### src/hdl/ssdw_pkg.sv
`timescale 1ns / 1ps
`default_nettype none

package ssdw_pkg;

   typedef enum logic [1:0] {
      CMD_TEXT   = 2'd0,
      CMD_CLEAR  = 2'd1,
      CMD_BRIGHT = 2'd2,
      CMD_INIT   = 2'd3
   } cmd_type;

   typedef enum logic [1:0] {
      JOB_FLUSH  = 2'd0,
      JOB_BRIGHT = 2'd1,
      JOB_INIT   = 2'd2
   } job_kind_type;

   typedef struct packed {
      cmd_type           command;
      logic [7:0]        character;
      logic              end_of_text;
      logic signed [7:0] brightness;
   } req_type;

   typedef struct packed {
      logic [3:0] register_address;
      logic [7:0] register_data;
      logic       last_write;
   } rsp_type;

   typedef struct packed {
      job_kind_type kind;
      logic [3:0]   level;
   } job_type;

   // digit position and write step counters, sized for up to eight digits
   localparam int POS_W  = 3;
   localparam int STEP_W = 3;

   localparam logic [3:0] REG_DECODE    = 4'h9;
   localparam logic [3:0] REG_INTENSITY = 4'hA;
   localparam logic [3:0] REG_SCAN      = 4'hB;
   localparam logic [3:0] REG_SHUTDOWN  = 4'hC;
   localparam logic [3:0] REG_TEST      = 4'hF;

   localparam logic [7:0] CODE_BLANK = 8'h0F;
   localparam logic [7:0] CODE_DASH  = 8'h0A;
   localparam logic [7:0] CODE_COLON = 8'h8F;
   localparam logic [7:0] CODE_DOT   = 8'h80;

   localparam logic [7:0] CHAR_NUL   = 8'd0;
   localparam logic [7:0] CHAR_SPACE = 8'd32;
   localparam logic [7:0] CHAR_DASH  = 8'd45;
   localparam logic [7:0] CHAR_DOT   = 8'd46;
   localparam logic [7:0] CHAR_ZERO  = 8'd48;
   localparam logic [7:0] CHAR_NINE  = 8'd57;
   localparam logic [7:0] CHAR_COLON = 8'd58;

   localparam logic [3:0] LEVEL_MAX     = 4'd15;
   localparam logic [7:0] LEVEL_DEFAULT = 8'd5;
   localparam logic [7:0] DECODE_ALL    = 8'hFF;
   localparam logic [7:0] SHUTDOWN_OFF  = 8'd1;
   localparam logic [7:0] TEST_OFF      = 8'd0;

   localparam logic [STEP_W-1:0] INIT_LAST = 3'd4;

   // start-up sequence, one write per step
   function automatic rsp_type init_write(input logic [STEP_W-1:0] step,
                                          input logic [7:0] scan);
      rsp_type w;
      w.last_write = (step == INIT_LAST);
      case (step)
         3'd0: begin
            w.register_address = REG_SCAN;
            w.register_data    = scan;
         end
         3'd1: begin
            w.register_address = REG_DECODE;
            w.register_data    = DECODE_ALL;
         end
         3'd2: begin
            w.register_address = REG_SHUTDOWN;
            w.register_data    = SHUTDOWN_OFF;
         end
         3'd3: begin
            w.register_address = REG_TEST;
            w.register_data    = TEST_OFF;
         end
         default: begin
            w.register_address = REG_INTENSITY;
            w.register_data    = LEVEL_DEFAULT;
         end
      endcase
      return w;
   endfunction

endpackage

`default_nettype wire

### src/hdl/seven_segment_text_digit_writer.sv
// Text formatter for an eight-digit code-B seven-segment driver.
// req channel: one command item per handshake (text character, clear,
// brightness, initialise). rsp channel: driver register writes, in order,
// last_write marking the final write of the item that caused them.
// The front end updates the digit buffer and text state as items arrive and
// posts a job (digit flush, intensity write or start-up sequence) into a
// two-entry queue; the back end plays jobs out one write per cycle while
// rsp_stall is low. Throughput: text characters that produce no writes are
// taken one per cycle while the queue is not full; req_stall rises only
// while both queue entries are waiting. The first write of an item passes
// through the queue, the back end's job register and its output register
// before it is valid on rsp. While rsp_valid and rsp_stall are high the
// output register holds its write and the back end pauses; the front end
// keeps taking items until the queue fills.
// Reset clears the digit codes to zero, moves the write position to the
// highest digit, empties the queue and drops rsp_valid.
`timescale 1ns / 1ps
`default_nettype none

module seven_segment_text_digit_writer import ssdw_pkg::*; #(
   parameter int DIGIT_COUNT    = 8,
   parameter int MAX_TEXT_CHARS = 12
) (
   input  wire logic    clock,
   input  wire logic    reset,
   input  wire logic    req_valid,
   output logic         req_stall,
   input  wire req_type req_data,
   output logic         rsp_valid,
   input  wire logic    rsp_stall,
   output rsp_type      rsp_data
);

   localparam int QW = $bits(job_type) + DIGIT_COUNT * 8;

   logic                     q_push, q_pop, q_full, q_empty;
   job_type                  push_job, pop_job;
   logic [DIGIT_COUNT*8-1:0] push_digits, pop_digits;
   logic [QW-1:0]            pop_data;

   ssdw_front #(
      .DIGIT_COUNT   (DIGIT_COUNT),
      .MAX_TEXT_CHARS(MAX_TEXT_CHARS)
   ) u_front (
      .clock    (clock),
      .reset    (reset),
      .req_valid(req_valid),
      .req_stall(req_stall),
      .req_data (req_data),
      .q_full   (q_full),
      .q_push   (q_push),
      .q_job    (push_job),
      .q_digits (push_digits)
   );

   ssdw_queue #(
      .WIDTH(QW)
   ) u_queue (
      .clock    (clock),
      .reset    (reset),
      .push     (q_push),
      .push_data({push_job, push_digits}),
      .pop      (q_pop),
      .pop_data (pop_data),
      .full     (q_full),
      .empty    (q_empty)
   );

   assign pop_job    = job_type'(pop_data[QW-1 -: $bits(job_type)]);
   assign pop_digits = pop_data[DIGIT_COUNT*8-1:0];

   ssdw_back #(
      .DIGIT_COUNT(DIGIT_COUNT)
   ) u_back (
      .clock    (clock),
      .reset    (reset),
      .q_empty  (q_empty),
      .q_job    (pop_job),
      .q_digits (pop_digits),
      .q_pop    (q_pop),
      .rsp_valid(rsp_valid),
      .rsp_stall(rsp_stall),
      .rsp_data (rsp_data)
   );

   a_pop_not_empty: assert property (@(posedge clock) disable iff (reset)
      q_pop |-> !q_empty)
      else $error("back end popped an empty queue");

   a_reset_quiet: assert property (@(posedge clock)
      $past(reset) |-> !rsp_valid)
      else $error("rsp_valid high right after reset");

   a_flush_ends_top: assert property (@(posedge clock) disable iff (reset)
      rsp_valid && rsp_data.last_write && rsp_data.register_address >= 4'd1 &&
      rsp_data.register_address <= 4'(DIGIT_COUNT)
      |-> rsp_data.register_address == 4'(DIGIT_COUNT))
      else $error("digit flush ended before the top digit register");

endmodule

`default_nettype wire

### src/hdl/ssdw_queue.sv
`timescale 1ns / 1ps
`default_nettype none

module ssdw_queue #(
   parameter int WIDTH = 8
) (
   input  wire logic             clock,
   input  wire logic             reset,
   input  wire logic             push,
   input  wire logic [WIDTH-1:0] push_data,
   input  wire logic             pop,
   output logic [WIDTH-1:0]      pop_data,
   output logic                  full,
   output logic                  empty
);

   logic [WIDTH-1:0] entry_ff [2];
   logic             wr_ptr_ff, wr_ptr_in;
   logic             rd_ptr_ff, rd_ptr_in;
   logic [1:0]       count_ff, count_in;

   assign full     = (count_ff == 2'd2);
   assign empty    = (count_ff == 2'd0);
   assign pop_data = entry_ff[rd_ptr_ff];

   always_comb begin
      wr_ptr_in = wr_ptr_ff ^ push;
      rd_ptr_in = rd_ptr_ff ^ pop;
      count_in  = count_ff + {1'b0, push} - {1'b0, pop};
   end

   always_ff @(posedge clock) begin
      if (reset) begin
         wr_ptr_ff <= 1'b0;
         rd_ptr_ff <= 1'b0;
         count_ff  <= 2'd0;
      end else begin
         wr_ptr_ff <= wr_ptr_in;
         rd_ptr_ff <= rd_ptr_in;
         count_ff  <= count_in;
      end
   end

   always_ff @(posedge clock) begin
      if (push) begin
         entry_ff[wr_ptr_ff] <= push_data;
      end
   end

endmodule

`default_nettype wire

### src/hdl/ssdw_front.sv
`timescale 1ns / 1ps
`default_nettype none

module ssdw_front import ssdw_pkg::*; #(
   parameter int DIGIT_COUNT    = 8,
   parameter int MAX_TEXT_CHARS = 12
) (
   input  wire logic                     clock,
   input  wire logic                     reset,
   input  wire logic                     req_valid,
   output logic                          req_stall,
   input  wire req_type                  req_data,
   input  wire logic                     q_full,
   output logic                          q_push,
   output job_type                       q_job,
   output logic [DIGIT_COUNT*8-1:0]      q_digits
);

   localparam logic [POS_W-1:0] POS_TOP   = POS_W'(DIGIT_COUNT - 1);
   localparam logic [3:0]       DIGIT_LIM = 4'(DIGIT_COUNT);
   localparam logic [3:0]       TEXT_LIM  = 4'(MAX_TEXT_CHARS);

   logic [DIGIT_COUNT*8-1:0] digits_ff, digits_in;
   logic [POS_W-1:0]         pos_ff, pos_in;
   logic [3:0]               taken_ff, taken_in;
   logic                     finished_ff, finished_in;

   logic       accept;
   logic       push;
   logic       done;
   logic       put;
   logic [7:0] code;
   logic [7:0] ch;
   logic [3:0] taken_next;
   logic [3:0] pos_up;

   assign req_stall = q_full;
   assign accept    = req_valid && !q_full;
   assign q_push    = accept && push;
   assign q_digits  = digits_in;
   assign ch        = req_data.character;

   always_comb begin
      digits_in   = digits_ff;
      pos_in      = pos_ff;
      taken_in    = taken_ff;
      finished_in = finished_ff;
      push        = 1'b0;
      done        = 1'b0;
      put         = 1'b0;
      code        = 8'd0;
      taken_next  = taken_ff + 4'd1;
      pos_up      = {1'b0, pos_ff} + 4'd1;
      q_job.kind  = JOB_FLUSH;
      q_job.level = 4'd0;

      unique case (req_data.command)
         CMD_TEXT: begin
            if (finished_ff) begin
               // text already flushed: only end_of_text rearms
               if (req_data.end_of_text) begin
                  pos_in      = POS_TOP;
                  taken_in    = 4'd0;
                  finished_in = 1'b0;
               end
            end else begin
               if (ch >= CHAR_ZERO && ch <= CHAR_NINE) begin
                  code = ch - CHAR_ZERO;
                  put  = 1'b1;
               end else if (ch == CHAR_SPACE) begin
                  code = CODE_BLANK;
                  put  = 1'b1;
               end else if (ch == CHAR_DASH) begin
                  code = CODE_DASH;
                  put  = 1'b1;
               end else if (ch == CHAR_COLON) begin
                  code = CODE_COLON;
                  put  = 1'b1;
               end else if (ch == CHAR_DOT) begin
                  // dot marks the digit written just before; none yet leaves the digits as they are
                  if (pos_up < DIGIT_LIM) begin
                     digits_in[{pos_up[POS_W-1:0], 3'b000} +: 8] =
                        digits_ff[{pos_up[POS_W-1:0], 3'b000} +: 8] + CODE_DOT;
                  end
               end

               if (ch != CHAR_NUL) begin
                  taken_in = taken_next;
                  if (put) begin
                     digits_in[{pos_ff, 3'b000} +: 8] = code;
                     if (pos_ff == '0) begin
                        done = 1'b1;
                     end else begin
                        pos_in = pos_ff - 1'b1;
                     end
                  end
                  if (taken_next >= TEXT_LIM) begin
                     done = 1'b1;
                  end
               end else begin
                  done = 1'b1;
               end

               if (req_data.end_of_text) begin
                  done = 1'b1;
               end

               if (done) begin
                  push     = 1'b1;
                  pos_in   = POS_TOP;
                  taken_in = 4'd0;
                  finished_in = !req_data.end_of_text;
               end
            end
         end
         CMD_CLEAR: begin
            digits_in = {DIGIT_COUNT{CODE_BLANK}};
            push      = 1'b1;
         end
         CMD_BRIGHT: begin
            q_job.kind = JOB_BRIGHT;
            if (req_data.brightness < 0) begin
               q_job.level = 4'd0;
            end else if (req_data.brightness > $signed({4'b0000, LEVEL_MAX})) begin
               q_job.level = LEVEL_MAX;
            end else begin
               q_job.level = req_data.brightness[3:0];
            end
            push = 1'b1;
         end
         CMD_INIT: begin
            q_job.kind = JOB_INIT;
            push       = 1'b1;
         end
         default: begin
            push = 1'b0;
         end
      endcase
   end

   always_ff @(posedge clock) begin
      if (reset) begin
         digits_ff   <= '0;
         pos_ff      <= POS_TOP;
         taken_ff    <= 4'd0;
         finished_ff <= 1'b0;
      end else if (accept) begin
         digits_ff   <= digits_in;
         pos_ff      <= pos_in;
         taken_ff    <= taken_in;
         finished_ff <= finished_in;
      end
   end

endmodule

`default_nettype wire

### src/hdl/ssdw_back.sv
`timescale 1ns / 1ps
`default_nettype none

module ssdw_back import ssdw_pkg::*; #(
   parameter int DIGIT_COUNT = 8
) (
   input  wire logic                     clock,
   input  wire logic                     reset,
   input  wire logic                     q_empty,
   input  wire job_type                  q_job,
   input  wire logic [DIGIT_COUNT*8-1:0] q_digits,
   output logic                          q_pop,
   output logic                          rsp_valid,
   input  wire logic                     rsp_stall,
   output rsp_type                       rsp_data
);

   localparam logic [STEP_W-1:0] FLUSH_LAST = STEP_W'(DIGIT_COUNT - 1);
   localparam logic [7:0]        SCAN_LIMIT = 8'(DIGIT_COUNT - 1);

   logic                     busy_ff, busy_in;
   job_type                  job_ff, job_in;
   logic [STEP_W-1:0]        step_ff, step_in;
   logic [DIGIT_COUNT*8-1:0] digits_ff, digits_in;
   logic                     rsp_valid_ff, rsp_valid_in;
   rsp_type                  rsp_data_ff, rsp_data_in;

   logic    out_free;
   rsp_type wr;

   assign rsp_valid = rsp_valid_ff;
   assign rsp_data  = rsp_data_ff;
   assign out_free  = !rsp_valid_ff || !rsp_stall;
   assign q_pop     = !busy_ff && !q_empty;

   always_comb begin
      case (job_ff.kind)
         JOB_FLUSH: begin
            wr.register_address = {1'b0, step_ff} + 4'd1;
            wr.register_data    = digits_ff[{step_ff, 3'b000} +: 8];
            wr.last_write       = (step_ff == FLUSH_LAST);
         end
         JOB_BRIGHT: begin
            wr.register_address = REG_INTENSITY;
            wr.register_data    = {4'b0000, job_ff.level};
            wr.last_write       = 1'b1;
         end
         default: begin
            wr = init_write(step_ff, SCAN_LIMIT);
         end
      endcase
   end

   always_comb begin
      busy_in      = busy_ff;
      job_in       = job_ff;
      step_in      = step_ff;
      digits_in    = digits_ff;
      rsp_valid_in = rsp_valid_ff;
      rsp_data_in  = rsp_data_ff;

      if (out_free) begin
         rsp_valid_in = busy_ff;
         if (busy_ff) begin
            rsp_data_in = wr;
            step_in     = step_ff + 1'b1;
            busy_in     = !wr.last_write;
         end
      end

      // load the next job once the current one has issued its last write
      if (q_pop) begin
         busy_in   = 1'b1;
         job_in    = q_job;
         step_in   = '0;
         digits_in = q_digits;
      end
   end

   always_ff @(posedge clock) begin
      if (reset) begin
         busy_ff      <= 1'b0;
         rsp_valid_ff <= 1'b0;
      end else begin
         busy_ff      <= busy_in;
         rsp_valid_ff <= rsp_valid_in;
      end
   end

   always_ff @(posedge clock) begin
      job_ff      <= job_in;
      step_ff     <= step_in;
      digits_ff   <= digits_in;
      rsp_data_ff <= rsp_data_in;
   end

endmodule

`default_nettype wire
### config.mk
export PLATFORM = sky130hd
export DESIGN_NAME = seven_segment_text_digit_writer
export DESIGN_NICKNAME = d
export VERILOG_FILES = /design/src/hdl/ssdw_pkg.sv /design/src/hdl/seven_segment_text_digit_writer.sv /design/src/hdl/ssdw_queue.sv /design/src/hdl/ssdw_front.sv /design/src/hdl/ssdw_back.sv
export SDC_FILE = /design/constraint.sdc
export NUM_CORES = 1
export LEC_CHECK = 0
export ABC_AREA = 1
export ABC_CLOCK_PERIOD_IN_PS = 5900
export BUFFER_PORTS_ARGS = -buffer_cell sky130_fd_sc_hd__clkbuf_2
export CORE_MARGIN = 2
export CORE_UTILIZATION = 48
export CTS_CLUSTER_SIZE = 12
export DETAILED_ROUTE_END_ITERATION = 6
export REMOVE_ABC_BUFFERS = 1
export SLEW_MARGIN = 10
export SYNTH_ARGS = -nofsm -noshare
export SYNTH_HDL_FRONTEND = slang
export SYNTH_SLANG_ARGS = --single-unit
### constraint.sdc
create_clock -name clock -period 5.9 [get_ports clock]
set_clock_uncertainty 0.15 [all_clocks]
set_input_delay 0.885 -clock clock [delete_from_list [all_inputs] [get_ports clock]]
set_output_delay 0.885 -clock clock [all_outputs]
set_load 0.03 [all_outputs]
### Yosys cells after proc, flatten, opt, wreduce, memory -nomap -nowiden

Memories as Yosys holds them, arrays and structs flattened. A register that Yosys moved wholly into a read port is not among the register bits.
Index checks and enable logic that the tools add are counted.
W data, S select, Z words.

* output and inout port bits: 15
* RAM bits: 140
* logic and storage cells: 141
* memories: 1
* input port bits: 23
* register bits: 94

Memories
* u_queue.entry_ff: depth 2, width 70, rd ports 1, clocked after Yosys merged registers in 1, write ports 1, RTL line ssdw_queue.sv:17 `logic [WIDTH-1:0] entry_ff [2];`

* $add $sub $neg: 11
* eq/ne operators: 16
* shifts and indexed selects: 6
* $lt $le $gt $ge: 6
* reduce and logical (&&, ||, !) cells: 26
* multiplexer cells: 60
* bitwise operators: 2

Operators by type and width (number)
* $mux W64: 11
* $bwmux W64: 2
* $pmux W64 S2: 1
* $shift A8 B8 Y64 const A: 2
* $shiftx A64 B7 Y8: 2
* $shiftx A8 B8 Y64: 2
* $mux W8: 6
* $pmux W11 S4: 1
* $eq A8 B6 Y1 const B: 4
* $mux W4: 7
* $pmux W13 S2: 1
* $mux W1: 23
* $mux W3: 6
* $neg A6 Y8: 2
* $add A3 B1 Y4 const B: 2
* $add A8 B8 Y8 const B: 1
* $ge A8 B6 Y1 const B: 1
* $gt A8 B5 Y1 const B: 1
* $le A8 B6 Y1 const B: 1
* $lt A8 B1 Y1 const B: 1
* $reduce_bool A8 Y1: 1
* $sub A8 B6 Y8 const B: 1
* $logic_not A1 Y1: 7
* $eq A2 B2 Y1 const B: 3
* other kinds (26): 38

### Logic depth before layout (Yosys ltp)

* depth in word-level cells: 19
* depth in mapped cells: 19
* depth with buffers taken out: 18

### Cells and area by module

From an unflattened synthesis, not the netlist that was laid out.

* cell total of the unflattened synthesis: 2083
* area total of the unflattened synthesis: 17286.6 µm²

By module, submodules not included
* ssdw_front: seq. area each 1441.4 µm², times used 1, cells each 1490, area an instance 7810.0 µm²
* ssdw_queue: seq. area each 4284.1 µm², times used 1, cells each 245, area an instance 5611.6 µm²
* ssdw_back: seq. area each 2592.5 µm², times used 1, cells each 348, area an instance 3865.0 µm²

### Worst setup path before layout

Ideal clock, no wire load.

* path type: reg2reg
* start point: reg u_queue.count_ff[1]
* end point: reg u_queue.count_ff[1]
* arrival: 4659 ps
* required time: 5680 ps
* cell stages (with the launch flop): 9
* path buffers: 0
* setup time: 70 ps
* path slack: 1022 ps
* clock period less this slack: 4878 ps
* path through: dfxtp_1 nor2_1 nor2_1 ha_1 inv_1 ha_1 xor2_1 o21ai_0 a21oi_1

* elaborated cells on any way between the ends: 9
* classes of those cells: add/sub (2); eq/ne (1); reduce/logical (6)

RTL lines
* from (decl): RTL line ssdw_queue.sv:20 `logic [1:0] count_ff, count_in;`
* from (signal assigned): RTL line ssdw_queue.sv:40 `count_ff <= count_in;`
* $logic_not A2 Y1: RTL line ssdw_queue.sv:23 `assign empty = (count_ff == 2'd0);`
* $logic_not A1 Y1: RTL line ssdw_back.sv:34 `assign q_pop = !busy_ff && !q_empty;`
* $logic_and A1 B1 Y1: RTL line ssdw_back.sv:34
* via q_pop: RTL line seven_segment_text_digit_writer.sv:36 `logic q_push, q_pop, q_full, q_empty;`
* $sub A2 B1 Y2: RTL line ssdw_queue.sv:29 `count_in = count_ff + {1'b0, push} - {1'b0, pop};`

The timed path passes the listed nets, and every way through them passes these cells.
A chain may end at the register's enable or synchronous reset.

### Worst setup path after layout

* start point: reg u_front.pos_ff[1]
* end point: reg u_front.digits_ff[57]

* longest elaborated chain between the ends: 18
* elaborated cells on any way between the ends: 24
* classes of those cells: add/sub (4); order compare (1); shift (5); mux (14)

Ends and longest elaborated chain
* from (decl): RTL line ssdw_front.sv:24 `logic [POS_W-1:0] pos_ff, pos_in;`
* from (signal assigned): RTL line ssdw_front.sv:149 `pos_ff <= pos_in;`
* $add A3 B1 Y4: RTL line ssdw_front.sv:53 `pos_up = {1'b0, pos_ff} + 4'd1;`
* $shiftx A64 B7 Y8: RTL line ssdw_front.sv:83 `digits_ff[{pos_up[POS_W-1:0], 3'b000} +: 8] + CODE_DOT;`
* $add A8 B8 Y8: RTL line ssdw_front.sv:83
* $shiftx A8 B8 Y64: RTL line ssdw_front.sv:82 `digits_in[{pos_up[POS_W-1:0], 3'b000} +: 8] =`
* $bwmux W64: RTL line ssdw_front.sv:82
* $mux W64: RTL line ssdw_front.sv:81 `if (pos_up < DIGIT_LIM) begin`
* $mux W64: RTL line ssdw_front.sv:79 `end else if (ch == CHAR_DOT) begin`
* $mux W64: RTL line ssdw_front.sv:76 `end else if (ch == CHAR_COLON) begin`
* [... 2 more ...]
* $mux W64: RTL line ssdw_front.sv:67 `if (ch >= CHAR_ZERO && ch <= CHAR_NINE) begin`
* $mux W64: RTL line ssdw_front.sv:59 `if (finished_ff) begin`
* $mux W64: RTL line ssdw_front.sv:57 `unique case (req_data.command)`
* $bwmux W64: RTL line ssdw_front.sv:90 `digits_in[{pos_ff, 3'b000} +: 8] = code;`
* $mux W64: RTL line ssdw_front.sv:89 `if (put) begin`
* $mux W64 *: RTL line ssdw_front.sv:87 `if (ch != CHAR_NUL) begin`
* $mux W64 *: RTL line ssdw_front.sv:59
* $pmux W64 S2 *: RTL line ssdw_front.sv:57
* to (signal assigned): RTL line ssdw_front.sv:148 `digits_ff <= digits_in;`
* to (decl): RTL line ssdw_front.sv:23 `logic [DIGIT_COUNT*8-1:0] digits_ff, digits_in;`

Mark *: on every way between the ends. The rest lies on a longest branch, timed or not. The select of a mux whose other input is x is not followed.

==> results <==
- The vertical die dimension is 190.1 microns.
- Sequential cells were found to cover 50.06% of the synthesized design area.
- In this run the biggest area consumer among cell types represents 40.30% of the synthesized area.
- The leakage power is 8.436 nW.
- The netlist uses 44 different library cells.
- The largest vdd supply drop is 0.0002822 V.
- The critical path is of the reg2reg type.
- The first global-routing pass estimated 76930 microns of wire.
- The run finished with clean final reports.
- After detailed routing, the number of remaining DRC violations is 0.
- The area growth from synthesis to layout is 9.412%.
- Hold repair after CTS inserted 0 buffers.
- The total global routing track utilization is 27.86%.
- Of all cell types, the one taking the most synthesized area is sky130_fd_sc_hd__edfxtp_1.
- Of all nets on the critical path, the largest fanout is 19.
- The detailed-router iteration count before antenna repair is 6.
- The DRC violation total after the first TritonRoute iteration is 1488.
- The via count of the first global-routing pass is 13.38k.
- The final period utilization is 67.32%.
- Synthesis inferred 304 register bits.
- The global placement routability congestion is 1.042.
- The total negative slack is 0 ps.
- Row generation in the floorplan step produced 68 rows.
- The area of the die is 36120 sq um.
- The CTS tree is yes.
- The kind of end point of the critical path is a flop.
- The post-synthesis instance total is 2139.
- The routing usage on met3 is 4.372%.
- Ranked by total cell area, the synthesized netlist is headed by sky130_fd_sc_hd__edfxtp_1 40%, sky130_fd_sc_hd__nand2_1 17%, sky130_fd_sc_hd__dfxtp_1 9.8%.
- The maximum number of pins on one net before global-route repair is 76.
- The tree built by TritonCTS fans out to 304 sinks.
- The number of nets in the layout is 2175.
- The power density over the cells is 408.5 nW/um^2.
- The count of fill cells added during filler insertion is 3321.
- Global routing consumed, on the met2 layer, 42.84% of the routing resources.
- The number of antenna cells inserted is 0.
- Setup repair after global routing left no endpoint under its margin.
- The number of warnings reported in the yosys synthesis log is 0.
- The largest individual stage delay along the critical path comes from the cell sky130_fd_sc_hd__nor2_1.
- The final hold slack is 351.9 ps.
- The global-route congestion overflow total is 0.
- The pin slew with the least headroom to its limit is 1162 ps.
- The remaining number of nets flagged by the antenna check after routing is 0.
- The final core area utilization is 53.02%.
- Timing would allow up to 0.2518 GHz.
- The floorplan core area is 34290 sq um.
- The critical path launch point type is a flop.
- The floorplan step set the die width to 190.1 microns.
- In this run, post-CTS repair resized a total of 0 instances.
- The number of setup violations in the final report is 0.
- The maximum cell stage delay along the critical path is 920 ps.
- Once detailed placement completed, the half-perimeter wirelength came to 33210 microns.
- Walking the worst path, the cells encountered are inv_1 -> ha_1 -> inv_2 -> nor2_1 -> nand2_1 -> nand4_1 -> nand4_1 -> nand2_1 -> nand3_1 -> nand2_1 -> nand2_1 -> nand3_1 -> nand2_1 -> inv_1.
- The clock tree synthesis step divided the H-tree into 2 levels.
- The endpoint arrival time on the critical path is 4290 ps.
- Clock-pin slew was measured on the worst setup and hold paths at 60 ps.
- The clock period could shrink to 3972 ps.
- The relative slew slack is 22.27%.
- The count of buffers added by post-CTS timing repair for setup is 0.
- The most congested layer reported by global routing is met2.
- The number of max-slew violations in the final report is 0.
- Counting the buffers created by CTS gives 35.
- The post-route netlist has 7.789% of its cells at a drive strength greater than 1.
- In the global route stage, met1 resource usage came out at 40.41%.
- Clock latency on the worst-skew pair, taken at its later pin, is 530 ps.
- The buffer cell driving the clock tree root is sky130_fd_sc_hd__clkbuf_16.
- The library cells used most frequently in the layout, excluding fill and tap cells, are 764 x sky130_fd_sc_hd__nand2_1, 223 x sky130_fd_sc_hd__edfxtp_1, 210 x sky130_fd_sc_hd__inv_1, 199 x sky130_fd_sc_hd__nand3_1, 161 x sky130_fd_sc_hd__a21oi_1.
- The most repeated library cell on the critical path is sky130_fd_sc_hd__nand2_1.
- The buffer levels on the longest clock path is 3.
- The initial antenna violation count was 0.
- The count of buffers inserted at the top-level ports is 37.
- The overall via count from detail_route is 14.51k.
- The via density per instance is 5.555.
- Leaving out fill and tap cells, the most frequent cell in the layout is sky130_fd_sc_hd__nand2_1.
- In the final routed layout, each cell accounts on average for 19.23 microns.
- At the worst endpoint, the required time is 6220 ps.
- The sum of routed wire length over all layers is 50220 microns.
- A synthesized cell averages 7.768 sq um.
- For this configuration, the core starts out at a cell density of 48.46%.
- The number of violations of the max-capacitance limit is 0.
- The total I/O pin count is 38.
- The synthesized netlist occupies a cell area of 16620 sq um.
- The final count of hold timing violations is 0.
- The type of the most critical hold path is reg2reg.
## synthesized netlist by cell type (all sizes together)
cell	instances
a21oi	161
ha	22
nand2	781
edfxtp	223
xor2	2
nor3	6
clkinv	4
o31ai	1
a22oi	3
nand3	205
xnor2	1
nand4	48
o2111ai	1
o21ai	83
o21a	1
dfxtp	81
clkbuf	78
nor2	163
o221ai	14
buf	24
a221oi	1
or3	1
nand3b	1
inv	218
a211oi	1
o22ai	2
o211ai	13
## critical path: cells and delay by family (launching register included)
family | cells | cell delay (ps)
flops | 1 | 450
fa+ha+maj | 1 | 800
simple gates | 10 | 1980
buf+inv | 3 | 520
## sequential cells by signal (all words and copies together) (netlist names)
register / count
u_front.digits_ff: 64
u_front.pos_ff: 3
u_back.rsp_valid: 1
u_queue.entry_ff: 140
u_queue.count_ff: 2
u_queue.rd_ptr_ff: 1
u_queue.wr_ptr_ff: 1
u_back.job_ff: 6
u_back.digits_ff: 64
u_back.rsp_data: 13
u_front.taken_ff: 4
u_front.finished_ff: 1
u_back.busy_ff: 1
u_back.step_ff: 3
## final cells by class
type / instances / area [sq um] / area share (%)
flip-flops and latches: 304 / 8323 / 45.78
inverters: 222 / 833.3 / 4.584
clock buffers: 54 / 968.4 / 5.327
multi-input cells: 1511 / 7044 / 38.75
clock inverters: 10 / 113.9 / 0.6263
repair buffers: 56 / 327.8 / 1.803
well taps: 455 / 569.3 / 3.131
## cell families after synthesis
kind of cell / Yosys count / share of synthesized area, %
buf+inv: 324 / 7.688
flops: 304 / 50.06
xor+xnor: 3 / 0.1582
fa+ha+maj: 22 / 1.657
simple gates: 1205 / 31.31
compound gates: 281 / 9.127
## through the flow
| step | total power [W] | area, sq um | instances | setup slack [ps] |
|---|---|---|---|---|
| 6_report | 0.007426 | 18180 | 2612 | 1928 |
| 4_1_cts | 0.007464 | 18180 | 2612 | 2011 |
| 5_1_grt | 0.007855 | 18180 | 2612 | 1621 |
| 3_5_place_dp | 0.005376 | 17100 | 2548 | 1817 |
| 3_3_place_gp | 0.005340 | 17100 | 2548 | 1853 |
| 2_1_floorplan | 0.004645 | 16170 | 2037 | 561.0 |
## report_power, final
part / internal (W) / switching, W
sequential: 0.00302 / 0.000185
clock: 0.00122 / 0.000863
combinational: 0.000553 / 0.00158
total: 0.00480 / 0.00263
## layer usage
layer | vias to the layer above | part of all wire [%]
li1 | 7029 | -
met1 | 6786 | 46
met2 | 605 | 44
met3 | 90 | 7.5
met4 | 0 | 2.9
met5 | - | 0
## final timing paths
check                         start                    end  slack (ps)  depth (start not counted)
setup reg to reg  u_front.pos_ff[1]  u_front.digits_ff[57]        1930                         14
setup / recovery  u_front.pos_ff[1]  u_front.digits_ff[57]        1930                         14
hold reg to reg    u_back.rsp_valid       u_back.rsp_valid         350                          2
hold / removal     u_back.rsp_valid       u_back.rsp_valid         350                          2
Power figures use the tool's default switching activity.
